<file path="config.mk">
export PLATFORM = sky130hd
export DESIGN_NAME = frja_merge
export DESIGN_NICKNAME = d
export VERILOG_FILES = /design/src/design/finger_relative_joint_angles_top_defines.svh /design/src/design/frja_pkg.sv /design/src/design/frja_merge.sv
export SDC_FILE = /design/constraint.sdc
export NUM_CORES = 1
export LEC_CHECK = 0
export ABC_AREA = 1
export BUFFER_PORTS_ARGS = -buffer_cell sky130_fd_sc_hd__buf_2
export CAP_MARGIN = 20
export CORE_MARGIN = 2
export CORE_UTILIZATION = 60
export CTS_CLUSTER_DIAMETER = 50
export DETAILED_ROUTE_END_ITERATION = 16
export GPL_ROUTABILITY_DRIVEN = 0
export PLACE_DENSITY = 0.87
export SYNTH_ARGS = -nofsm -noshare
export SYNTH_HDL_FRONTEND = slang
export SYNTH_SLANG_ARGS = --single-unit
</file>
<file path="constraint.sdc">
create_clock -name clk -period 3.2 [get_ports clk]
set_input_delay 0.32 -clock clk [delete_from_list [all_inputs] [get_ports clk]]
set_output_delay 0.32 -clock clk [all_outputs]
set_load 0.02 [all_outputs]
</file>
<file path="src/design/finger_relative_joint_angles_top_defines.svh">
// Assertion macros shared by the finger joint angle design.
// Included by the top-level module, which checks its own pipeline control.
`ifndef FINGER_RELATIVE_JOINT_ANGLES_TOP_DEFINES_SVH
`define FINGER_RELATIVE_JOINT_ANGLES_TOP_DEFINES_SVH

// Same-cycle implication, checked only outside reset.
`define FRJA_ASSERT_NOW(lbl, ante, cons, msg) \
    lbl: assert property (@(posedge clk) disable iff (!rst_n) (ante) |-> (cons)) \
        else $error(msg);

// Next-cycle implication, checked only outside reset.
`define FRJA_ASSERT_NEXT(lbl, ante, cons, msg) \
    lbl: assert property (@(posedge clk) disable iff (!rst_n) (ante) |=> (cons)) \
        else $error(msg);

`endif

</file>
<file path="src/design/frja_pkg.sv">
// Shared constants, widths and the arctangent table of the finger joint angle design.
// No dependencies; used by every module of the design.
`timescale 1ns / 1ps

package frja_pkg;

    localparam int NUM_JOINTS        = 4;
    localparam int IN_W              = 16;
    localparam int OUT_W             = 16;
    localparam int S_DATA_W          = 2 * NUM_JOINTS * IN_W;
    localparam int M_DATA_W          = (NUM_JOINTS - 1) * OUT_W;
    localparam int TABLE_LEN         = 24;
    localparam int CORDIC_STAGES_DEF = 16;

    // Rotation datapath: 17-bit magnitude scaled by 2^16 plus CORDIC gain headroom.
    localparam int XY_W = 35;
    // Angle accumulator with 20 fraction bits.
    localparam int Z_W  = 25;
    // Scale of the inputs before rotation.
    localparam int PRE_SHIFT = 16;

    localparam logic signed [Z_W-1:0]   PI_ACC     = 25'sd3294199;
    localparam logic signed [Z_W-1:0]   ROUND_OFF  = 25'sd64;
    localparam int                      ROUND_SHIFT = 7;
    localparam logic signed [OUT_W:0]   PI_Q13     = 17'sd25736;
    localparam logic signed [OUT_W:0]   TWO_PI_Q13 = 17'sd51472;

    // atan(2^-i) scaled by 2^20, rounded to nearest.
    function automatic logic signed [Z_W-1:0] atan_entry(input int idx);
        logic signed [Z_W-1:0] v;
        case (idx)
            0:       v = 25'sd823550;
            1:       v = 25'sd486170;
            2:       v = 25'sd256879;
            3:       v = 25'sd130396;
            4:       v = 25'sd65451;
            5:       v = 25'sd32757;
            6:       v = 25'sd16383;
            7:       v = 25'sd8192;
            8:       v = 25'sd4096;
            9:       v = 25'sd2048;
            10:      v = 25'sd1024;
            11:      v = 25'sd512;
            12:      v = 25'sd256;
            13:      v = 25'sd128;
            14:      v = 25'sd64;
            15:      v = 25'sd32;
            16:      v = 25'sd16;
            17:      v = 25'sd8;
            18:      v = 25'sd4;
            19:      v = 25'sd2;
            20:      v = 25'sd1;
            default: v = '0;
        endcase
        return v;
    endfunction

endpackage

</file>
<file path="src/design/frja_merge.sv">
// Merge stage: differences of neighboring joint angles, wrapped once into [-pi, pi].
// Depends on frja_pkg; fed by the four CORDIC lanes.
`timescale 1ns / 1ps

module frja_merge
    import frja_pkg::*;
(
    input  logic                    clk,
    input  logic                    load,
    input  logic signed [OUT_W-1:0] angle [NUM_JOINTS],
    output logic [M_DATA_W-1:0]     rel_angles
);

    logic [M_DATA_W-1:0] out_reg;
    logic [M_DATA_W-1:0] out_next;

    // One subtract and one wrap per neighboring pair.
    always_comb
    begin
        logic signed [OUT_W:0] d;
        out_next = '0;
        for (int k = 0; k < NUM_JOINTS - 1; k++)
        begin
            d = {angle[k+1][OUT_W-1], angle[k+1]} - {angle[k][OUT_W-1], angle[k]};
            if (d > PI_Q13)
            begin
                d = d - TWO_PI_Q13;
            end
            else if (d < -PI_Q13)
            begin
                d = d + TWO_PI_Q13;
            end
            out_next[k*OUT_W +: OUT_W] = d[OUT_W-1:0];
        end
    end

    always_ff @(posedge clk)
    begin
        if (load)
        begin
            out_reg <= out_next;
        end
    end

    assign rel_angles = out_reg;

endmodule

</file>
## Word level (Yosys, flattened, before mapping)

Index checks and enable logic that the tools add are counted.

- Flip-flop bits (word level): 48
- Word-level logic and storage cells: 22

- Add/sub/neg operators: 9
- $lt $le $gt $ge: 6
- Mux-type cells: 6

Operators by type and width:

| operator | count |
|---|---|
| $mux W16 | 6 |
| $gt A17 B16 Y1 const B | 3 |
| $lt A17 B16 Y1 const B | 3 |
| $sub A16 B16 Y17 | 3 |
| $add A16 B15 Y16 const B | 3 |
| $sub A16 B15 Y16 const B | 3 |

## Depth between registers and ports, before layout

- Word-level depth: 4
- Depth in mapped cells: 22
- Mapped depth without buffers: 22

## Worst setup path after synthesis

No wires, ideal clock.

- Kind: in2reg
- From: in angle[0] (netlist bit)
- To: reg out_reg[37] (netlist: rel_angles[37]), data pin
- Arrival: 2437 ps
- Path buffers: 1
- Setup slack: 510 ps
- Stages: 17
- Required time: 2947 ps
- Cells stage by stage: inv_1 -> ha_1 -> fa_1 -> inv_1 -> nand3_1 -> nand3_1 -> nand2_1 -> inv_1 -> ha_1 -> nand2_1 -> nor3_1 -> nand3_1 -> nor3_2 -> nand4_1 -> buf_2 -> nand3_1 -> nand2_1

- Cells in the longest elaborated chain, start to end: 4
- Elaborated cells on any way between the ends: 7
- Those cells by class: add/sub (3); order compare (2); mux (2)

Ends and longest elaborated chain:

| item | line | source |
|---|---|---|
| start: declaration | frja_merge.sv:10 | `input logic signed [OUT_W-1:0] angle [NUM_JOINTS],` |
| $sub A16 B16 Y17 (*) | frja_merge.sv:24 | `d = {angle[k+1][OUT_W-1], angle[k+1]} - {angle[k][OUT_W-1], angle[k]};` |
| $add A16 B15 Y16 or $lt A17 B16 Y1 (tied branches) | frja_merge.sv:31, frja_merge.sv:29 |  |
| $mux W16 | frja_merge.sv:29 | `else if (d < -PI_Q13)` |
| $mux W16 (*) | frja_merge.sv:25 | `if (d > PI_Q13)` |
| via out_next[37] | frja_merge.sv:15 | `logic [M_DATA_W-1:0] out_next;` |
| end signal: assignment | frja_merge.sv:41 | `out_reg <= out_next;` |
| end: declaration | frja_merge.sv:14 | `logic [M_DATA_W-1:0] out_reg;` |

The timed path passes the listed nets; every way through them passes the cells marked *.
A chain may end at the register's enable or synchronous reset.

## Final worst setup path

- From: in angle[16] (netlist bit)
- To: reg out_reg[28] (netlist: rel_angles[28]), data pin

Same word-level chain as after synthesis.

==> flow_summary.yaml <==
place:
  dpl.hpwl_um: 18290
  io_buffers: 113
  dpl_worst_slack_ns: 0.08585
cts:
  cts_tree: "done"
  cts_max_path_buffers: 2
  clk_pin_slew_ns: 0.08
  cts-hold-fix-buffers: 0
  cts_resized: 0
  numCtsBuffers: 5
  htree_levels: 2
  cts-root-buf: "clkbuf_16"
  postCtsSetupRepairBufs: 0
  clkSinkCount: 48
pwr:
  intPower_uw: 2062
  sequentialPowerShare_pct: 23.1
  clkPwrFrac_pct: 15.9
  peakVddDrop_mv: 0.2857
  switching_share_pct: 48.72
  p_leak_uw: 0.005517
  p_per_area_mw_per_mm2: 439.4
  p_sw_uw: 1959
  p_comb_share_pct: 60.9
yosys:
  ys_ff_latch: 48
  syn-cell-area_mm2: 0.008263
  synth_nets: 1569
  seq_area_frac_synth_pct: 17.44
  yosysTopAreaCellShare_pct: 27.07
  synth_area_per_cell_um2: 5.726
  yosysWarnings: 0
  synthTopCellsByArea: "nand2_1 (27%), edfxtp_1 (17%), inv_1 (12%), nand3_1 (11%), ha_1 (8.6%)"
  yosys.area.top_type: "nand2_1"
  syn_inst: 1443
  ys_types: 34
flow_run:
  maxCapViolCount: 0
sta:
  setup-tns-final_ns: 0
  setup_viol: 0
  drv_slew: 0
  layout_min_cycle_time_ns: 2.871
  fmax_ghz: 0.3483
  worst_pin_slew_ns: 0.5767
  hold_viol_final: 0
  worst_slack_ns: 0.3285
  max_slew_margin_pct: 61.55
  grt_setup_unrepaired: "no"
  fin_crit_sh_pct: 89.73
setup_path:
  path_cells: "buf_2 > inv_1 > ha_1 > fa_1 > inv_1 > nand2_1 > nand2_1 > nand3_1 > nand2_1 > nand2_1 > nand2_1 > nand2_1 > nand2_2 > nand2_2 > inv_1 > nand2_1 > nand2_4 > nand3_4 > inv_1 > nand2_1 > nand3_1 > nand2_1"
  slowest_delay_ns: 0.40
  path_max_fanout: 12
  crit_top_cell: "nand2_1"
  critPathKind: "input pin to flip-flop"
  crit_path_start_kind: "input pin"
  cp_data_required_time_ns: 3.26
  crit_start: "angle[16]"
  cp-end-kind: "flip-flop"
  arrival_ns: 2.93
  critPathSlowestCell: "fa_1"
die:
  ios: 114
  fp-row-count: 42
  die_y_um: 121.4
  core-area_mm2: 0.01335
  die_x_um: 121.4
  fp.dieArea_mm2: 0.01473
  start_util_pct: 61.90
detailed_routing:
  ant_nets: 0
  drtIter0Drc: 717
  via_per_inst: 5.315
  drc_errors: 0
  wire_per_inst_um: 12.75
  routed_wl_um: 22060
  first_pass_iters: 5
  via_count: 9195
hold_path:
  worstHoldEndpoint: "rel_angles[16]"
  hold_path.class: "input pin to flip-flop"
  hold_path_depth: 3
  worstHoldStart: "angle[32]"
cells_and_area:
  areaGrowthSynthToFinish_pct: 10.74
  fin_nets: 1679
  largest_reg_flops: 48
  drive_gt1_share_pct: 14.61
  diodes: 0
global_route:
  grt_max_degree: 49
  grt_use_total_pct: 30.40
  gr-total-overflow: 0
  antenna_found_initial: 0
  grt_pass1_wl_um: 36650
  grt_pass1_vias: 8298
status:
  status: "finished, final reports clean"
==> worst max-delay path: cells and delay by family <==
kind / cells / cell delay, ns
adder cells (fa/ha/maj): 2 / 0.62
buffers and inverters: 5 / 0.48
AND/OR/NAND/NOR: 15 / 1.50
==> worst max-delay path by stage <==
stage | end | slack (ns) | depth (start not counted)
after floorplan | rel_angles[37] | 0.51 | 17
after global placement | rel_angles[30] | 0.13 | 19
after detailed placement | rel_angles[28] | 0.09 | 22
after CTS | rel_angles[28] | 0.38 | 19
after global routing | rel_angles[28] | 0.10 | 19
final | rel_angles[28] | 0.33 | 22
==> area by class of cell <==
cell class | instances | area (µm²)
clock buffers | 5 | 125.1
clock inverters | 3 | 46.29
fillers | 1248 | 4198
inverters | 265 | 994.7
multi-input cells | 1110 | 5662
flip-flops and latches | 48 | 1441
well taps | 176 | 220.2
repair buffers | 123 | 660.6
==> power by group through the flow <==
stage	logic (µW)	registers (µW)	clock network, µW
5_1_grt	2740	945	668
6_report	2450	930	641
2_1_floorplan	1680	1140	0
4_1_cts	2410	934	650
3_3_place_gp	2350	944	0
3_5_place_dp	2400	946	0
==> synth_stat cells <==
library cell,n
xnor2_1,2
nor3_1,2
fa_1,3
o21ai_2,1
buf_4,6
nand2_4,5
buf_6,8
nand4_1,37
nor2_1,61
nand3_1,187
nor2b_1,1
inv_1,256
o21ai_0,1
ha_1,57
or2_1,1
or2_4,1
edfxtp_1,48
a21oi_2,4
and2_1,12
clkinv_1,1
xor2_1,28
buf_2,6
a21oi_1,24
nand3_4,6
nand3b_1,5
inv_2,8
nand2_2,45
nor3_2,2
nor2_2,14
nand2_1,596
nor2_4,2
or2_0,1
o21ai_1,4
nand3_2,8
==> cell families (layout without fill, tap and decap cells) <==
kind of cell / count (synthesis) / in the layout / synth area share (%)
AND/OR/NAND/NOR: 986 / 986 / 53.69
buffers and inverters: 285 / 396 / 14.04
flip-flops: 48 / 48 / 17.44
XOR/XNOR: 30 / 30 / 3.180
adder cells (fa/ha/maj): 60 / 60 / 9.358
AO/OA/AOI/OAI: 34 / 34 / 2.286
==> per-layer routing <==
layer	up-vias	global-route usage, %	wire length (µm)
met3	67	3.289	1419
li1	4713	-	-
met4	0	13.79	766
met1	4076	36.62	9119
met2	339	54.18	10760
met5	-	0	0
==> per-stage QoR <==
stage	area, µm²	hold WS, ns	power [µW]	cells	util (%)
after detailed placement	8951	0.7618	3349	1721	67.06
after global routing	9150	0.4681	4354	1730	68.55
after floorplan	8263	0.4325	2821	1443	-
after global placement	8951	0.7617	3293	1721	67.06
after CTS	9123	0.4428	3997	1729	68.34
final	9150	0.4459	4021	1730	68.55
==> cells in the final DEF, fill, tap and decap left out, types with 9 or more instances in the layout <==
master    count
nand3_1     187
edfxtp_1     48
inv_1       256
xor2_1       28
buf_4         9
buf_2       113
ha_1         57
nand4_1      37
a21oi_1      24
nor2_1       61
nor2_2       14
and2_1       12
nand2_1     596
nand2_2      45
Power figures use the tool's default switching activity.
