`config.mk`:
```
export PLATFORM = sky130hd
export DESIGN_NAME = frja_lane
export DESIGN_NICKNAME = d
export VERILOG_FILES = /design/src/design/finger_relative_joint_angles_top_defines.svh /design/src/design/frja_pkg.sv /design/src/design/frja_lane.sv
export SDC_FILE = /design/constraint.sdc
export NUM_CORES = 2
export LEC_CHECK = 0
export BUFFER_PORTS_ARGS = -buffer_cell sky130_fd_sc_hd__buf_2
export CAP_MARGIN = 10
export CORE_ASPECT_RATIO = 0.75
export CORE_MARGIN = 2
export CORE_UTILIZATION = 40
export CTS_CLUSTER_DIAMETER = 150
export CTS_CLUSTER_SIZE = 10
export DETAILED_ROUTE_END_ITERATION = 8
export SLEW_MARGIN = 5
export SYNTH_ARGS = -nofsm -noshare
export SYNTH_HDL_FRONTEND = slang
export SYNTH_SLANG_ARGS = --single-unit
```
`constraint.sdc`:
```
create_clock -name clk -period 8.3 [get_ports clk]
set_clock_uncertainty 0.05 [all_clocks]
set_input_delay 1.66 -clock clk [delete_from_list [all_inputs] [get_ports clk]]
set_output_delay 1.66 -clock clk [all_outputs]
set_load 0.02 [all_outputs]
```
`src/design/finger_relative_joint_angles_top_defines.svh`:
```
// Assertion macros shared by the finger joint angle design.
// Included by the top-level module, which checks its own pipeline control.
`ifndef FINGER_RELATIVE_JOINT_ANGLES_TOP_DEFINES_SVH
`define FINGER_RELATIVE_JOINT_ANGLES_TOP_DEFINES_SVH

// Same-cycle implication, checked only outside reset.
`define FRJA_ASSERT_NOW(lbl, ante, cons, msg) \
    lbl: assert property (@(posedge clk) disable iff (!rst_n) (ante) |-> (cons)) \
        else $error(msg);

// Next-cycle implication, checked only outside reset.
`define FRJA_ASSERT_NEXT(lbl, ante, cons, msg) \
    lbl: assert property (@(posedge clk) disable iff (!rst_n) (ante) |=> (cons)) \
        else $error(msg);

`endif

```
`src/design/frja_pkg.sv`:
```
// Shared constants, widths and the arctangent table of the finger joint angle design.
// No dependencies; used by every module of the design.
`timescale 1ns / 1ps

package frja_pkg;

    localparam int NUM_JOINTS        = 4;
    localparam int IN_W              = 16;
    localparam int OUT_W             = 16;
    localparam int S_DATA_W          = 2 * NUM_JOINTS * IN_W;
    localparam int M_DATA_W          = (NUM_JOINTS - 1) * OUT_W;
    localparam int TABLE_LEN         = 24;
    localparam int CORDIC_STAGES_DEF = 16;

    // Rotation datapath: 17-bit magnitude scaled by 2^16 plus CORDIC gain headroom.
    localparam int XY_W = 35;
    // Angle accumulator with 20 fraction bits.
    localparam int Z_W  = 25;
    // Scale of the inputs before rotation.
    localparam int PRE_SHIFT = 16;

    localparam logic signed [Z_W-1:0]   PI_ACC     = 25'sd3294199;
    localparam logic signed [Z_W-1:0]   ROUND_OFF  = 25'sd64;
    localparam int                      ROUND_SHIFT = 7;
    localparam logic signed [OUT_W:0]   PI_Q13     = 17'sd25736;
    localparam logic signed [OUT_W:0]   TWO_PI_Q13 = 17'sd51472;

    // atan(2^-i) scaled by 2^20, rounded to nearest.
    function automatic logic signed [Z_W-1:0] atan_entry(input int idx);
        logic signed [Z_W-1:0] v;
        case (idx)
            0:       v = 25'sd823550;
            1:       v = 25'sd486170;
            2:       v = 25'sd256879;
            3:       v = 25'sd130396;
            4:       v = 25'sd65451;
            5:       v = 25'sd32757;
            6:       v = 25'sd16383;
            7:       v = 25'sd8192;
            8:       v = 25'sd4096;
            9:       v = 25'sd2048;
            10:      v = 25'sd1024;
            11:      v = 25'sd512;
            12:      v = 25'sd256;
            13:      v = 25'sd128;
            14:      v = 25'sd64;
            15:      v = 25'sd32;
            16:      v = 25'sd16;
            17:      v = 25'sd8;
            18:      v = 25'sd4;
            19:      v = 25'sd2;
            20:      v = 25'sd1;
            default: v = '0;
        endcase
        return v;
    endfunction

endpackage

```
`src/design/frja_lane.sv`:
```
// One CORDIC lane: finds atan2(sin, cos) of one joint as a fully pipelined vectoring CORDIC.
// Depends on frja_pkg; the pipeline load enables come from the top-level control.
`timescale 1ns / 1ps

module frja_lane
    import frja_pkg::*;
#(
    parameter int CORDIC_STAGES = CORDIC_STAGES_DEF
)
(
    input  logic                          clk,
    input  logic signed [IN_W-1:0]        cos_in,
    input  logic signed [IN_W-1:0]        sin_in,
    // Load enable of each register: entry, one per rotation, conversion.
    input  logic [((CORDIC_STAGES > TABLE_LEN) ? TABLE_LEN : CORDIC_STAGES) + 1:0] load,
    output logic signed [OUT_W-1:0]       angle
);

    localparam int NS = (CORDIC_STAGES > TABLE_LEN) ? TABLE_LEN : CORDIC_STAGES;

    logic signed [XY_W-1:0] x_reg [NS+1];
    logic signed [XY_W-1:0] y_reg [NS+1];
    logic signed [Z_W-1:0]  z_reg [NS+1];
    logic                   zero_reg [NS+1];
    logic signed [OUT_W-1:0] angle_reg;

    // Entry: turn a vector in the left half-plane by 180 degrees and scale it up.
    logic                   neg;
    logic signed [IN_W:0]   x_abs;
    logic signed [IN_W:0]   y_abs;
    logic signed [XY_W-1:0] x_next;
    logic signed [XY_W-1:0] y_next;
    logic signed [Z_W-1:0]  z_next;

    always_comb
    begin
        neg   = cos_in[IN_W-1];
        x_abs = neg ? -{cos_in[IN_W-1], cos_in} : {cos_in[IN_W-1], cos_in};
        y_abs = neg ? -{sin_in[IN_W-1], sin_in} : {sin_in[IN_W-1], sin_in};
        x_next = {{(XY_W-IN_W-1-PRE_SHIFT){x_abs[IN_W]}}, x_abs, {PRE_SHIFT{1'b0}}};
        y_next = {{(XY_W-IN_W-1-PRE_SHIFT){y_abs[IN_W]}}, y_abs, {PRE_SHIFT{1'b0}}};
        if (!neg)
        begin
            z_next = '0;
        end
        else if (!sin_in[IN_W-1])
        begin
            z_next = PI_ACC;
        end
        else
        begin
            z_next = -PI_ACC;
        end
    end

    always_ff @(posedge clk)
    begin
        if (load[0])
        begin
            x_reg[0]    <= x_next;
            y_reg[0]    <= y_next;
            z_reg[0]    <= z_next;
            zero_reg[0] <= (cos_in == '0) && (sin_in == '0);
        end
    end

    // Rotation stages: stage i drives the residual y toward zero with a shift of i.
    genvar i;
    generate
        for (i = 0; i < NS; i++)
        begin : g_rot
            logic signed [XY_W-1:0] xs;
            logic signed [XY_W-1:0] ys;
            logic                   up;

            assign xs = x_reg[i] >>> i;
            assign ys = y_reg[i] >>> i;
            assign up = !y_reg[i][XY_W-1];

            always_ff @(posedge clk)
            begin
                if (load[i+1])
                begin
                    x_reg[i+1]    <= up ? x_reg[i] + ys : x_reg[i] - ys;
                    y_reg[i+1]    <= up ? y_reg[i] - xs : y_reg[i] + xs;
                    z_reg[i+1]    <= up ? z_reg[i] + atan_entry(i) : z_reg[i] - atan_entry(i);
                    zero_reg[i+1] <= zero_reg[i];
                end
            end
        end
    endgenerate

    // Conversion to Q3.13 with round half up and saturation to +/-pi; a zero vector gives angle 0.
    logic signed [Z_W-1:0]           z_round;
    logic signed [Z_W-ROUND_SHIFT-1:0] q;
    logic signed [OUT_W-1:0]         angle_next;

    always_comb
    begin
        z_round = z_reg[NS] + ROUND_OFF;
        q       = (Z_W-ROUND_SHIFT)'(z_round >>> ROUND_SHIFT);
        if (zero_reg[NS])
        begin
            angle_next = '0;
        end
        else if (q > (Z_W-ROUND_SHIFT)'(PI_Q13))
        begin
            angle_next = OUT_W'(PI_Q13);
        end
        else if (q < -(Z_W-ROUND_SHIFT)'(PI_Q13))
        begin
            angle_next = -OUT_W'(PI_Q13);
        end
        else
        begin
            angle_next = OUT_W'(q);
        end
    end

    always_ff @(posedge clk)
    begin
        if (load[NS+1])
        begin
            angle_reg <= angle_next;
        end
    end

    assign angle = angle_reg;

endmodule

```
; After elaboration in Yosys (flattened, before gate mapping)
; Memories as Yosys holds them, arrays and structs flattened.
; Index checks and enable logic that the tools add are counted.
; Widths: inputs -> output; s select.
[classes]
n_div = 0
add_sub_neg = 98
n_shift = 0
reduce_logical = 5
multipliers = 0
n_eq_ne = 0
muxes = 88
magnitude_cmp = 2
bitwise = 0
[ops]
columns = cell, n
row1 = $mux 35, 32
row2 = $mux 25, 18
row3 = $add 35x20->35, 2
row4 = $add 35x21->35, 2
row5 = $add 35x22->35, 2
row6 = $add 35x23->35, 2
row7 = $add 35x24->35, 2
row8 = $add 35x25->35, 2
row9 = $add 35x26->35, 2
row10 = $add 35x27->35, 2
row11 = $add 35x28->35, 2
row12 = $add 35x29->35, 2
row13 = $add 35x30->35, 2
row14 = $add 35x31->35, 2
row15 = $add 35x32->35, 2
row16 = $add 35x33->35, 2
row17 = $add 35x34->35, 2
row18 = $sub 35x20->35, 2
row19 = $sub 35x21->35, 2
row20 = $sub 35x22->35, 2
row21 = $sub 35x23->35, 2
row22 = $sub 35x24->35, 2
row23 = $sub 35x25->35, 2
row24 = $sub 35x26->35, 2
row25 = other kinds (51), 99
[word_totals]
wordCells = 200
latchBits = 0
out_inout_bits = 16
mem_count = 4
mem_bits_ro = 0
regBits = 16
ram_bits = 1632
[memory_table]
columns = name, words, word_bits, read_ports, rd_clocked_by_memory_dff, wr, line
row1 = x_reg, 17, 35, 16, 0, 17, frja_lane.sv:21  ; logic signed [XY_W-1:0] x_reg [NS+1];
row2 = y_reg, 17, 35, 16, 0, 17, frja_lane.sv:22  ; logic signed [XY_W-1:0] y_reg [NS+1];
row3 = z_reg, 17, 25, 17, 0, 17, frja_lane.sv:23  ; logic signed [Z_W-1:0] z_reg [NS+1];
row4 = zero_reg, 17, 1, 17, 0, 17, frja_lane.sv:24  ; logic zero_reg [NS+1];

; Depth between registers and ports, before layout
; An unclocked memory read counts as a cell.
[logic_depth]
ltp_word = 5
ltp_mapped = 22
depth_no_buf = 22

; Worst setup path after synthesis
; Ideal clock, no wire load.
[synth_timing]
path_type = register to register
start = mem x_reg[12][16] (netlist: x_reg[0][436])
end = mem y_reg[13][34] (netlist: y_reg[0][489]), data pin
synth_period_minus_slack_ns = 4.777
required_time_ns = 7.989
setup_time_ns = 0.261
arrival_time_ns = 4.466
path_slack_ns = 3.523
stages_incl_launch_ff = 17
cell_sequence = edfxtp_1 -> or3_1 -> or3_1 -> or3_1 -> nor4_1 -> a21oi_1 -> xor2_1 -> ha_1 -> a21o_1 -> a21o_1 -> a2111o_1 -> a31oi_1 -> o31ai_1 -> a31o_2 -> a41oi_1 -> a21oi_1 -> a311o_1
[synth_rtl]
columns = element, line
row1 = "start, declared", frja_lane.sv:21
row2 = "end, declared", frja_lane.sv:22

==> results.md <==
- Most common cell after layout, fill and taps aside: edfxtp_1
- PostCTS Resize Cnt: 0
- Post-synth top area cell: edfxtp_1
- Die height: 446 µm
- DP HPWL: 233000 µm
- Worst slew pin tran: 1.26 ns
- Drt drc: 0
- Total CTS buffers: 151
- Crit end category: flop
- DR vias: 82000
- Reg2reg setup slack: 2.47 ns
- Crit-path most repeated cell: or3_1
- Die footprint: 264000 µm²
- Cells after Synth: 10900
- Post-route minimum period: 5.83 ns
- Post-synth ARST share: 0
- Setup crit start kind: flop
- Status: completed
- Simple-gate share of the synthesized area: 0.149
- Fraction of synthesized area in multiplexers: 0.00493
- ANT nets after route: 0
- Setup repair bufs after CTS: 0
- Per-cell routed wire length: 20.0 µm
- Arr. time, crit path: 6.38 ns
- Kind of critical path: reg2reg
- Global-route wire length before repair: 449000 µm
- I/O pins: 67
- Synth top area share: 0.362
- GRT Total Usage: 0.214
- Share of cells above drive strength 1: 0.0350
- Worst path cell trace: or3_1 > or3_1 > or3_1 > nor4_1 > a21oi_1 > xor2_1 > ha_1 > and3_1 > and2_1 > a31oi_1 > o31ai_1 > a31o_2 > a41oi_1 > a21oi_1 > nor4_1 > a311o_1
- Synth Warn #: 0
- Worst Reg2Reg Path Length in Cells: 16
- Via count of the first global-routing pass: 77700
- Min-delay worst type: reg2reg
- Final design utilization: 0.433
- Hold Buf Count CTS: 0
- Slowest cell on crit path: o31ai_1
- Vias/cell: 5.66
- Xor/xnor share of the synthesized area: 0.131
- Setup TNS Final: 0 ns
- Largest family of logic cells by synthesized area: compound AO/OA/AOI/OAI gates
- Number of synthesized flops with an enable pin: 1256
- Tcrit/Tclk final: 0.703
- Die width: 593 µm
- Number of flip-flops in the largest register: 441
- Max-slew headroom: 0.148
- Worst R2R Start: x_reg[0][436]
- CP max FO: 5
- CP required: 8.85 ns
- Reg clk slew, reported paths: 0.06 ns
- Pre-CTS WS: 2.50 ns
- Synth Cell Area: 104000 µm²
- Sequential element share of the synthesized area: 0.362
- Post-Syn Area per Cell: 9.52 µm²
- Critical Path Source: x_reg[0][436]
- Router iterations before antenna repair: 6
- Total core area: 259000 µm²
- GRT Residual Overflow: 0
- Starting density of the core: 0.402
- Hold_ws: 0.353 ns
- Fmax achieved: 0.171 GHz
- CTS root buf: clkbuf_16
- Fin. Hold Viols: 0
- Nets: 12300
- R2R Path End: y_reg[0][489]
- Post-synthesis register bit count: 1256
- Commonest cells after routing, fill and taps aside: 1256 x edfxtp_1, 1156 x ha_1, 1100 x nor2_1
- Clock H-tree levels: 4
- Final GP Congestion: 0.925
- Clk sinks: 1256
- CTS Buffer Depth: 4
- Maxcap violations: 0
- TritonCTS clock tree: yes
- Critical Path End: y_reg[0][489]
- Fin. max-slew vios: 0
- Worst-skew pair later-pin latency: 0.85 ns
- Port-buffer cells: 66
- DRT iter0 DRCs: 6880
- Row count: 162
- Dominant cells by area after synthesis: edfxtp_1 36%, ha_1 14%, xnor2_1 8.6%
- Adder-cell area share of the yosys netlist: 0.147
- Area Overhead vs Synth: 7.94%
- Syn nets: 12200
- Setup violations, final: 0
- Initial antenna violation count: 20
- PnR worst setup slack: 2.47 ns
- Post-synth top flop: edfxtp_1
- Netlist cell types: 92
- RSZ-0062 raised after global routing: false
- Post-synthesis compound-gate area fraction: 0.181
- WL final: 290000 µm
- Largest net degree at the start of global routing: 79
- Max incr delay on CP: 0.79 ns
[critical path, delay by kind of cell, from the launching register on]
family / cells / cell delay, ns
adders and majority gates: 1 / 0.38
AOI/OAI and AO/OA: 7 / 2.26
xor gates and xnor gates: 1 / 0.18
DFF: 1 / 0.43
and+or+nand+nor: 7 / 2.27
[area by class of cell]
cell class	count	area, µm²
antenna	4	10.0
clock buffer	152	3800
clock inverter	7	104
fill	24800	147000
inverter	541	2030
multi-input combinational	8971	63700
sequential	1256	37700
tap	3444	4310
timing repair buffer	106	656
[layer usage]
layer	routed length, µm	vias to the layer above	global-route usage
met1	139000	39300	0.310
met3	16100	333	0.0281
met4	5730	2	0.0441
met2	129000	2023	0.341
met5	13	-	0
li1	-	40300	-
[worst min path at each step]
stage                  from            end  cells past startpoint
6_report       z_reg[12][6]   z_reg[13][6]                      0
5_1_grt        z_reg[12][6]   z_reg[13][6]                      0
4_1_cts        z_reg[12][6]   z_reg[13][6]                      0
3_5_place_dp   z_reg[8][10]   z_reg[9][10]                      0
3_3_place_gp   z_reg[8][10]   z_reg[9][10]                      0
2_1_floorplan  z_reg[9][10]  z_reg[10][10]                      0
[Yosys cell counts, drive strengths merged (167+ instances only)]
cell type	number
nand3	193
nor3	337
inv	538
nor2	1101
ha	1156
nand2	560
a21oi	1066
o21ai	501
xor2	535
edfxtp	1256
xnor2	1022
a21o	402
nor2b	167
[kinds of logic (layout without fill, tap and decap cells)]
| logic type | after synthesis | in the layout |
|---|---|---|
| DFF | 1256 | 1256 |
| muxes | 48 | 48 |
| adders and majority gates | 1197 | 1197 |
| AOI/OAI and AO/OA | 2974 | 2974 |
| and+or+nand+nor | 3194 | 3194 |
| xor gates and xnor gates | 1557 | 1557 |
| buffers and inverters | 706 | 806 |
| other | 1 | 5 |
[stage by stage]
step	area (µm²)	std cells
after detailed placement	108000	14300
after CTS	112000	14500
final	112000	14500
after global placement	108000	14300
after global routing	112000	14500
after floorplan	104000	10900
Power is not shown: default switching activity piles up to over one toggle a cycle in this logic, so the estimate is an artifact.
